==> src/rtl/core/tgsf_pkg.sv <==
// Package for the text grid store: codes, queue entry type and defaults.
package tgsf_pkg;

  localparam int DEF_COLS    = 64;
  localparam int DEF_ROWS    = 32;
  localparam int QUEUE_DEPTH = 2;

  localparam logic [1:0] CMD_SET  = 2'd0;
  localparam logic [1:0] CMD_FILL = 2'd1;
  localparam logic [1:0] CMD_READ = 2'd2;

  typedef enum logic [1:0] {
    OP_WRITE,
    OP_READ,
    OP_REJECT
  } op_t;

  typedef enum logic [1:0] {
    BK_CLEAR,
    BK_IDLE,
    BK_FILL
  } back_state_t;

  // Classified command; positions are 0-based, last_* bound the rectangle.
  typedef struct packed {
    op_t        op;
    logic [7:0] ch;
    logic [7:0] col0;
    logic [7:0] row0;
    logic [7:0] last_col;
    logic [7:0] last_row;
  } cmd_entry_t;

  typedef struct packed {
    logic empty;
    logic full;
  } queue_stat_t;

endpackage

==> src/rtl/core/tgsf_front.sv <==
// Front end: bounds checking and classification of one command.
module tgsf_front #(
  parameter int COLS   = tgsf_pkg::DEF_COLS,
  parameter int ROWS   = tgsf_pkg::DEF_ROWS,
  parameter int ADDR_W = 11
) (
  input  logic [1:0]            command,
  input  logic [7:0]            ch,
  input  logic [7:0]            col,
  input  logic [7:0]            row,
  input  logic [7:0]            fill_width,
  input  logic [7:0]            fill_height,
  output tgsf_pkg::cmd_entry_t  entry,
  output logic [ADDR_W-1:0]     start_addr
);

  logic [8:0]  col9, row9, col_end9, row_end9;
  logic        cell_ok, fill_ok;
  logic [7:0]  col0, row0;
  logic [15:0] base16;

  assign col9     = {1'b0, col};
  assign row9     = {1'b0, row};
  assign col_end9 = col9 + {1'b0, fill_width};
  assign row_end9 = row9 + {1'b0, fill_height};

  assign cell_ok = (col != 8'd0) && (col9 <= 9'(COLS)) &&
                   (row != 8'd0) && (row9 <= 9'(ROWS));
  assign fill_ok = cell_ok && (fill_width != 8'd0) && (fill_height != 8'd0) &&
                   (col_end9 <= 9'(COLS + 1)) && (row_end9 <= 9'(ROWS + 1));

  assign col0 = col - 8'd1;
  assign row0 = row - 8'd1;

  // row-major cell address of the corner
  assign base16     = 16'(row0) * 16'(COLS) + 16'(col0);
  assign start_addr = base16[ADDR_W-1:0];

  always_comb begin
    entry          = '0;
    entry.ch       = ch;
    entry.col0     = col0;
    entry.row0     = row0;
    entry.last_col = col0;
    entry.last_row = row0;
    case (command)
      tgsf_pkg::CMD_SET: begin
        entry.op = cell_ok ? tgsf_pkg::OP_WRITE : tgsf_pkg::OP_REJECT;
      end
      tgsf_pkg::CMD_FILL: begin
        entry.op       = fill_ok ? tgsf_pkg::OP_WRITE : tgsf_pkg::OP_REJECT;
        entry.last_col = 8'(col_end9 - 9'd2);
        entry.last_row = 8'(row_end9 - 9'd2);
      end
      tgsf_pkg::CMD_READ: begin
        entry.op = cell_ok ? tgsf_pkg::OP_READ : tgsf_pkg::OP_REJECT;
      end
      default: begin
        entry.op = tgsf_pkg::OP_REJECT;
      end
    endcase
  end

endmodule

==> config.mk <==
export PLATFORM = sky130hd
export DESIGN_NAME = tgsf_front
export DESIGN_NICKNAME = d
export VERILOG_FILES = /design/src/rtl/core/tgsf_pkg.sv /design/src/rtl/core/tgsf_front.sv
export SDC_FILE = /design/constraint.sdc
export NUM_CORES = 1
export LEC_CHECK = 0
export BUFFER_PORTS_ARGS = -buffer_cell sky130_fd_sc_hd__buf_2
export CORE_UTILIZATION = 48
export DETAILED_ROUTE_END_ITERATION = 12
export GPL_TIMING_DRIVEN = 0
export MAX_ROUTING_LAYER = met4
export PLACE_DENSITY = 0.94
export REMOVE_ABC_BUFFERS = 1
export SYNTH_ARGS = -nofsm -noshare
export SYNTH_HDL_FRONTEND = slang
export SYNTH_SLANG_ARGS = --single-unit
==> constraint.sdc <==
create_clock -name vclk -period 3.5
set_input_delay 0.525 -clock vclk [all_inputs]
set_output_delay 0.525 -clock vclk [all_outputs]
set_load 0.05 [all_outputs]
* Yosys cells after proc, flatten, opt, wreduce, memory -nomap -nowiden
Index checks and enable logic that the tools add are counted.
** Word-level totals
- Bits of input ports :: 42
- Logic and storage cells :: 30
- Output and inout port bits :: 53
- Bits in registers :: 0
** Cells by class
- Reductions and logical operators :: 12
- Order comparisons :: 4
- Add/subtract/negate cells :: 7
- Equality and inequality tests :: 2
- Mux-type cells :: 5
** Operator list (number)
- nonzero test 8 bit :: 4
- adder 8 x 8 -> 9 bit :: 2
- two-way mux 16 bit :: 1
- subtractor 8 x 1 -> 8 bit (second input constant) :: 2
- subtractor 8 x 2 -> 8 bit (second input constant) :: 2
- adder 11 x 8 -> 11 bit :: 1
- <= comparator 9 x 6 -> 1 bit (second input constant) :: 1
- <= comparator 9 x 7 -> 1 bit (second input constant) :: 1
- <= comparator 8 x 6 -> 1 bit (second input constant) :: 1
- <= comparator 8 x 7 -> 1 bit (second input constant) :: 1
- logical AND 1 bit :: 7
- two-way mux 2 bit :: 3
- one-hot mux 2 bit (3 select lines) :: 1
- equality test 2 x 1 -> 1 bit (second input constant) :: 1
- equality test 2 bit (second input constant) :: 1
- logical NOT 2 bit :: 1

* Longest topological paths before layout
- Depth in word-level cells :: 10
- Depth in mapped cells :: 9
- Mapped depth without buffers :: 9

* Least setup slack after synthesis
Ideal clock, no wire load.
- Kind :: in2out
- Start point :: input col[0]
- End point :: output start_addr[8]
- Path buffers :: 0
- Slack :: -0.787 ns
- Data required time :: 2.975 ns
- Stages :: 8
- Arrival time :: 3.762 ns
- Cells stage by stage :: inv_1 ha_1 nand2_1 xnor2_1 ha_1 inv_1 fa_1 xnor2_1
** RTL lines
- from (decl) :: RTL line tgsf_front.sv:9 : input logic [7:0] col,
- to (decl) :: RTL line tgsf_front.sv:14 : output logic [ADDR_W-1:0] start_addr

==> impl_metrics.tcl <==
set metrics [dict create \
    status "completed" \
    grt_overflow 0 \
    path_max_fanout 5 \
    fp.dieH_um 63.0 \
    hp-class "in -> out" \
    powerDensity_nw_per_um2 287 \
    synthTopCellsByArea "ha_1 (18%), xnor2_1 (8.8%), xor2_1 (6.4%)" \
    drt.antenna.violating_nets 0 \
    grt_setup_unrepaired "false" \
    busiest_layer "met2" \
    synthDominantCellAreaShare_pct 18.2 \
    wirelength_um 5620 \
    drtIter0Drc 161 \
    drive_above_1_share_pct 34.5 \
    grt_max_degree 22 \
    antenna_found_initial 0 \
    nFlopsAndLatches 0 \
    drv_cap 0 \
    dieWidth_um 63.0 \
    gr-usage-all-layers_pct 25.1 \
    ys_seq_area_share_pct 0 \
    worst-setup-path-type "in -> out" \
    ff_latch_area_um2 0 \
    slew_headroom_pct 62.6 \
    period_minus_slack_ns 3.45 \
    end_kind "output pin" \
    critical_path_required_ns 2.97 \
    first_pass_iters 5 \
    start_kind "input port" \
    met2_usage_pct 43.4 \
    final_area_um2 2280 \
    wl_per_cell_um 15.7 \
    syn_inst 252 \
    setup-tns-final_ns 0 \
    place_area_um2 2100 \
    grtUsageMet1_pct 31.5 \
    start_util_pct 51.9 \
    setup_viol 0 \
    via_per_inst 6.01 \
    io_buffers 79 \
    grtUsageMet3_pct 3.28 \
    dp_hpwl_um 4180 \
    core_area_um2 3440 \
    synth_area_leader_cell "ha_1" \
    pin_count 95 \
    fmax_mhz 290 \
    tightest_slew_ns 0.555 \
    finalHoldViolCount 0 \
    final_core_util_pct 66.2 \
    num_vias 2157 \
    synth_warnings 0 \
    synth.distinct_cells 51 \
    final.period_utilization_pct 98.5 \
    fin_nets 386 \
    diodes 0 \
    grt_pass1_vias 1810 \
    nClkBuffers 0 \
    synth.avg_cell_area_um2 7.09 \
    hold_buffers 0 \
    leakagePower_uw 0.00105 \
    cp_data_arrival_time_ns 2.92 \
    gp_congestion 1.01 \
    die-area_um2 3970 \
    drv_slew 0 \
    synth.cell_area_um2 1790 \
    row_count 21 \
    ir_drop_mv 0.0930 \
    syn2layout_area_growth_pct 27.5 \
    drc 0 \
    grt_pass1_wl_um 8070 \
]
-- cells in the final DEF (no fill, tap or decap), types with 2 or more instances in the layout --
cell type / n
buf_2: 75
nor2_1: 29
ha_1: 23
inv_1: 20
a21oi_1: 20
xnor2_1: 17
nand2_1: 14
nor3_1: 12
xor2_1: 11
nor4_1: 5
o21ai_0: 5
nand3_1: 4
and3_1: 4
a21o_1: 4
o31ai_1: 4
nand2b_1: 3
and2_1: 3
o21a_1: 3
a21oi_4: 3
or3_1: 2
nor3b_1: 2
nand4_1: 2
a31oi_1: 2
a22oi_1: 2
a211oi_1: 2
fa_2: 2
ha_2: 2
buf_4: 2
buf_6: 2
-- worst paths after layout --
path	from	end	slack, ns	cells past startpoint
worst max-delay path	row[0]	entry[7]	0.05	10
worst min-delay path	ch[0]	entry[32]	1.05	0
-- worst max-delay path: stages --
cell,delay (ns)
buf_2,0.14
ha_4,0.18
fa_2,0.38
and3_2,0.21
o21a_4,0.23
o21ai_4,0.19
a21oi_4,0.09
or4_1,0.54
a31oi_2,0.24
buf_6,0.19
-- through the flow --
step | worst slack, ns | hold slack [ns] | power (µW) | cells
after floorplan | -1.12 | 1.05 | 454 | 233
after global placement | -0.138 | 1.05 | 579 | 358
after detailed placement | -0.187 | 1.05 | 588 | 358
after CTS | 0.0223 | 1.05 | 606 | 358
after global routing | 0.0117 | 1.05 | 691 | 359
final | 0.0532 | 1.05 | 653 | 359
-- cell type report --
type	count	area, µm²
multi-input combinational	213	1720
timing repair buffer	80	420
fill	263	1160
tap	46	57.6
inverter	20	75.1
-- metal layers --
metal  vias up  share of wire (%)
met4         0                2.9
met2       147                 48
met5         -                  0
met3        26                 10
li1       1011                  -
met1       973                 39
-- synthesized netlist by cell type, drive strengths merged, types with 2 or more instances --
cell type	count
or3	3
xnor2	18
o21a	4
and3	5
nand3	4
a22oi	2
fa	3
nor2	29
a21oi	23
inv	20
ha	26
nand2b	4
and2	3
buf	18
a211oi	3
nor4	6
xor2	13
o21ai	6
a2111oi	2
a21o	4
o31ai	4
nand2	14
or4	2
a31oi	4
nor3	12
nand4	2
nor3b	2
-- power by group --
| group | internal (µW) | switching (µW) | leakage [µW] |
|---|---|---|---|
| Sequential | 0 | 0 | 0 |
| Combinational | 206 | 446 | 0.00105 |
| Clock | 0 | 0 | 0 |
-- logic make-up after synthesis --
kind of cell / count (synthesis) / share of synthesized area [%]
AOI/OAI and AO/OA: 60 / 24.2
xor gates and xnor gates: 31 / 15.2
muxes: 1 / 0.560
adders and majority gates: 29 / 21.6
and+or+nand+nor: 92 / 26.3
buffers and inverters: 39 / 12.1
-- what timing repair did --
action / in CTS / in global routing
buffers inserted: 0 / 1
pin swaps: 3 / 5
gates resized for setup: 13 / 20
setup endpoints to repair: 3 / 5
Note: power is estimated with default switching activity, not from simulation.
