[config.mk]
export PLATFORM = sky130hd
export DESIGN_NAME = tgsf_queue
export DESIGN_NICKNAME = d
export VERILOG_FILES = /design/src/rtl/core/tgsf_pkg.sv /design/src/rtl/core/tgsf_queue.sv
export SDC_FILE = /design/constraint.sdc
export NUM_CORES = 1
export LEC_CHECK = 0
export BUFFER_PORTS_ARGS = -buffer_cell sky130_fd_sc_hd__buf_2
export CAP_MARGIN = 20
export CORE_UTILIZATION = 52
export DETAILED_ROUTE_END_ITERATION = 12
export PLACE_DENSITY_LB_ADDON = 0.08
export SETUP_SLACK_MARGIN = 0.05
export SLEW_MARGIN = 20
export SYNTH_ARGS = -nofsm -noshare
export SYNTH_HDL_FRONTEND = slang
export SYNTH_SLANG_ARGS = --single-unit
[constraint.sdc]
create_clock -name clk -period 2.75 [get_ports clk]
set_input_delay 0.275 -clock clk [delete_from_list [all_inputs] [get_ports clk]]
set_output_delay 0.275 -clock clk [all_outputs]
set_load 0.02 [all_outputs]
[src/rtl/core/tgsf_pkg.sv]
// Package for the text grid store: codes, queue entry type and defaults.
package tgsf_pkg;

  localparam int DEF_COLS    = 64;
  localparam int DEF_ROWS    = 32;
  localparam int QUEUE_DEPTH = 2;

  localparam logic [1:0] CMD_SET  = 2'd0;
  localparam logic [1:0] CMD_FILL = 2'd1;
  localparam logic [1:0] CMD_READ = 2'd2;

  typedef enum logic [1:0] {
    OP_WRITE,
    OP_READ,
    OP_REJECT
  } op_t;

  typedef enum logic [1:0] {
    BK_CLEAR,
    BK_IDLE,
    BK_FILL
  } back_state_t;

  // Classified command; positions are 0-based, last_* bound the rectangle.
  typedef struct packed {
    op_t        op;
    logic [7:0] ch;
    logic [7:0] col0;
    logic [7:0] row0;
    logic [7:0] last_col;
    logic [7:0] last_row;
  } cmd_entry_t;

  typedef struct packed {
    logic empty;
    logic full;
  } queue_stat_t;

endpackage

[src/rtl/core/tgsf_queue.sv]
// Short command queue between the front end and the execution engine.
module tgsf_queue #(
  parameter int DATA_W = 8
) (
  input  logic                  clk,
  input  logic                  rst_n,
  input  logic                  push,
  input  logic [DATA_W-1:0]     din,
  input  logic                  pop,
  output logic [DATA_W-1:0]     dout,
  output tgsf_pkg::queue_stat_t stat
);

  localparam int DEPTH = tgsf_pkg::QUEUE_DEPTH;
  localparam int PTR_W = (DEPTH > 1) ? $clog2(DEPTH) : 1;
  localparam int CNT_W = $clog2(DEPTH + 1);

  logic [DATA_W-1:0] slot_r [DEPTH];
  logic [PTR_W-1:0]  wr_ptr_r, wr_ptr_nxt, rd_ptr_r, rd_ptr_nxt;
  logic [CNT_W-1:0]  count_r, count_nxt;

  assign stat.empty = (count_r == '0);
  assign stat.full  = (count_r == CNT_W'(DEPTH));
  assign dout       = slot_r[rd_ptr_r];

  always_comb begin
    wr_ptr_nxt = wr_ptr_r;
    rd_ptr_nxt = rd_ptr_r;
    count_nxt  = count_r;
    if (push) begin
      wr_ptr_nxt = (wr_ptr_r == PTR_W'(DEPTH - 1)) ? '0 : wr_ptr_r + PTR_W'(1);
    end
    if (pop) begin
      rd_ptr_nxt = (rd_ptr_r == PTR_W'(DEPTH - 1)) ? '0 : rd_ptr_r + PTR_W'(1);
    end
    if (push && !pop) begin
      count_nxt = count_r + CNT_W'(1);
    end else if (pop && !push) begin
      count_nxt = count_r - CNT_W'(1);
    end
  end

  always_ff @(posedge clk) begin
    if (!rst_n) begin
      wr_ptr_r <= '0;
      rd_ptr_r <= '0;
      count_r  <= '0;
    end else begin
      wr_ptr_r <= wr_ptr_nxt;
      rd_ptr_r <= rd_ptr_nxt;
      count_r  <= count_nxt;
    end
  end

  always_ff @(posedge clk) begin
    if (push) begin
      slot_r[wr_ptr_r] <= din;
    end
  end

endmodule

# --- Word-level counts from Yosys, hierarchy flattened ---
# Memories as Yosys holds them, arrays and structs flattened. A register that Yosys moved wholly into a read port is not among the register bits.
# Cells that the tools add are included.
word_totals:
  out_inout_bits: 10
  n_memories: 1
  ram_bits: 16
  reg_bits: 4
  input_bits: 12
  latch_bits: 0
  rom_bits: 0
mem_list:
  columns: ["memory", "depth", "width", "read_ports", "rd_clocked_by_memory_dff", "write_ports", "line", "text"]
  rows:
  - ["slot_r", 2, 8, 1, 1, 1, "tgsf_queue.sv:18", "logic [DATA_W-1:0] slot_r [DEPTH];"]
classes:
  magnitude_cmp: 0
  mul: 0
  bitwise: 0
  n_eq_ne: 1
  n_div: 0
  n_shift: 0
  muxes: 8
  n_reduce_logical: 6
  n_addsub: 4
op_table:
  columns: ["cell", "n"]
  rows:
  - ["1-bit two-way mux", 6]
  - ["2-bit two-way mux", 2]
  - ["1-bit adder, second input constant", 2]
  - ["2-bit by 1-bit adder with 2-bit output, second input constant", 1]
  - ["2-bit equality test, second input constant", 1]
  - ["1-bit logical AND", 2]
  - ["1-bit zero test", 2]
  - ["2-bit zero test", 1]
  - ["2-bit nonzero test", 1]
  - ["2-bit by 1-bit subtractor with 2-bit output, second input constant", 1]

# --- Longest topological paths before layout ---
depth:
  word_depth: 4
  ltp_mapped: 5
  ltp_nobuf: 5

# --- Least setup slack after synthesis ---
# No wires, ideal clock.
synth_timing:
  kind: "input to register"
  start: "in pop"
  end: "reg count_r[1]"
  setup_slack_ns: 1.607
  path_buffers: 0
  stages: 4
  t_arrival_ns: 1.073
  cell_sequence: "inv_1 > ha_1 > or3_1 > a21boi_1"
synth_via:
  elab_chain_cells: 3
  word_cells_on_any_way: 5
  cone_classes: "1 x mux; 4 x reduce/logical"
synth_rtl:
  columns: ["element", "line", "text"]
  rows:
  - ["from (decl)", "tgsf_queue.sv:9", "input logic pop,"]
  - ["1-bit zero test", "tgsf_queue.sv:36", "if (push && !pop) begin"]
  - ["1-bit logical AND", "tgsf_queue.sv:36", null]
  - ["2-bit two-way mux / 2-bit nonzero test (equally long branches)", null, null]
  - ["to (signal assigned)", "tgsf_queue.sv:51", "count_r <= count_nxt;"]
  - ["to (decl)", "tgsf_queue.sv:20", "logic [CNT_W-1:0] count_r, count_nxt;"]
# Parallel ways exist; a longest one is shown, timed or not.
# A chain may end at the register's enable or synchronous reset.

==> flow_metrics.py <==
metrics = {
    "timing": {
        "tns_ps": 0,
        "setup_viol": 0,
        "fin_ws_ps": 1110,
        "drv_slew": 0,
        "rsz0062_at_grt": "false",
        "slew_headroom": 0.484,
        "period_share": 0.598,
        "period_needed_ps": 1640,
        "worst_slew_pin_slew_ps": 773,
        "finalHoldViolCount": 0,
        "fmax_mhz": 608,
        "fin_skew_ps": 2.31,
    },
    "die": {
        "die_y_um": 41.1,
        "std_cell_rows": 13,
        "die_x_um": 41.1,
        "ios": 22,
        "start_util": 0.582,
        "core_um2": 1370,
        "die_area_um2": 1690,
    },
    "finish": {
        "fill_cells": 107,
        "multi_input_area_um2": 205,
        "area_delta_synth_final_pct": 18.3,
        "diodes": 0,
        "regArea_um2": 581,
        "layout.nets": 85,
        "layout-drive-gt1-share": 0.465,
    },
    "synthesis": {
        "synth.top_cell.area_share": 0.605,
        "yosys.area.top_type": "edfxtp_1",
        "synth_cells": 47,
        "synth.avg_cell_area_um2": 16.9,
        "yosys.cell_types.count": 16,
        "ys_top_cells_by_area": "edfxtp_1, dfxtp_1, mux2_2, and2_1, xor2_1",
        "syn_nets": 60,
        "synth_seq_cells": 21,
        "yosysSeqAreaShare": 0.731,
        "netlist_area_um2": 795,
        "synth_warnings": 0,
    },
    "clock_network": {
        "cts_root_buf": "clkbuf_4",
        "cts.htree.levels": 1,
        "cts_buffers": 3,
        "clk_path_buf_depth": 2,
        "clkTransAtPathRegs_ps": 110,
        "cts-resized-gates": 0,
        "post-cts-setup-buffers": 0,
        "clock_sink_count": 21,
        "cts_hold_buf": 0,
        "cts_tree": "built",
        "insertion_delay_ps": 290,
    },
    "grt": {
        "grt_pass1_vias": 349,
        "antenna_found_initial": 0,
        "grtUsageTotal": 0.148,
        "grt_pass1_wl_mm": 1.54,
        "grt_max_degree": 12,
        "overflow": 0,
    },
    "run_status": {
        "status": "finished, final reports clean",
    },
    "power": {
        "p_leak_nw": 0.377,
        "pwr_density_cell_nw_per_um2": 651,
        "vdd_drop_max_mv": 0.570,
    },
    "critical_path": {
        "critPathKind": "reg -> out",
        "arrival_ps": 1370,
        "crit_required_ps": 2480,
        "startpoint_type": "flip-flop",
        "critPathMaxFanout": 8,
        "end_kind": "primary output",
    },
    "detailed_routing": {
        "wl_mm": 1.10,
        "drt-wirelength-per-cell_um": 12.8,
        "drtIter0Drc": 4,
        "dr.pass1.iters": 2,
        "ant_nets": 0,
        "drcViolationCount": 0,
        "viasPerCell": 4.94,
        "vias": 425,
    },
    "run": {
        "maxCapViolations": 0,
    },
    "place": {
        "dp_hpwl_um": 800,
        "port-buffer-count": 21,
        "post-place-ws_ps": 1350,
        "gp_congestion": 0.718,
    },
    "worst_hold_path": {
        "worst_hold_path_type": "in -> reg",
    },
}
-- registers in the layout, indices dropped and copies added, names as in the netlist, named ones only --
signal    count
slot_r       16
rd_ptr_r      1
count_r       2
wr_ptr_r      1
-- power breakdown --
group / total, W / internal, W / switching, W
registers: 0.000377 / 0.000363 / 0.0000135
clock network: 0.000142 / 0.0000564 / 0.0000855
logic: 0.0000931 / 0.0000437 / 0.0000494
total: 0.000612 / 0.000463 / 0.000148
-- final cells by class --
cell class | count | area share
multi-input combinational | 24 | 0.218
sequential | 21 | 0.618
inverter | 1 | 0.00399
timing repair buffer | 21 | 0.112
clock buffer | 4 | 0.0280
tap | 15 | 0.0200
-- metrics by stage --
| step | std cells | util | hold slack (ps) | total power, W | area [µm²] |
|---|---|---|---|---|---|
| after floorplan | 47 | - | 374 | 0.000445 | 795 |
| after global placement | 82 | 0.668 | 469 | 0.000475 | 913 |
| after detailed placement | 82 | 0.668 | 467 | 0.000478 | 913 |
| after CTS | 86 | 0.688 | 158 | 0.000615 | 940 |
| after global routing | 86 | 0.688 | 151 | 0.000637 | 940 |
| final | 86 | 0.688 | 163 | 0.000612 | 940 |
-- cell families (layout without fill, tap and decap cells) --
family,Yosys count,in the layout,share of synthesized area
flops,21,21,0.731
simple gates,9,9,0.0709
mux,8,8,0.113
compound gates,3,3,0.0252
buf+inv,2,26,0.0110
fa+ha+maj,1,1,0.0157
xor+xnor,3,3,0.0331
-- path summary, 6_finish.rpt --
| kind | startpoint | end | slack [ps] | cells past startpoint |
|---|---|---|---|---|
| hold / removal | din[1] | slot_r[0][1] | 160 | 1 |
| setup reg to reg | wr_ptr_r | slot_r[0][0] | 1460 | 1 |
| setup / recovery | flip-flop | dout[3] | 1110 | 2 |
| hold reg to reg | count_r[1] | count_r[1] | 540 | 2 |
-- Yosys cell counts, drive strengths merged --
| library cell | number |
|---|---|
| buf | 1 |
| and2 | 4 |
| a21boi | 1 |
| ha | 1 |
| dfxtp | 5 |
| xnor2 | 1 |
| xor2 | 2 |
| inv | 1 |
| o21a | 1 |
| mux2 | 8 |
| o21ai | 1 |
| and2b | 1 |
| nor2 | 1 |
| or3 | 1 |
| nor2b | 2 |
| edfxtp | 16 |
-- per-layer routing --
metal	GRT usage	wire, µm	up-vias
met5	0	0	-
met4	0.0726	14	0
met3	0.0326	46	4
met2	0.238	527	14
met1	0.187	512	188
li1	-	-	219
-- worst max-delay path, cell delays in order (launching register included) --
cell	delay, ps
dfxtp_1	540
mux2_2	380
buf_2	160
-- cells in the final DEF (no fill, tap or decap) --
master    count
buf_2        21
edfxtp_1     16
mux2_2        8
dfxtp_1       5
and2_1        4
clkbuf_4      3
xor2_1        2
nor2b_1       2
inv_1         1
and2b_2       1
nor2_1        1
o21a_1        1
o21ai_0       1
or3_1         1
a21boi_1      1
xnor2_1       1
ha_1          1
clkbuf_1      1
Note: power is estimated with default switching activity, not from simulation.
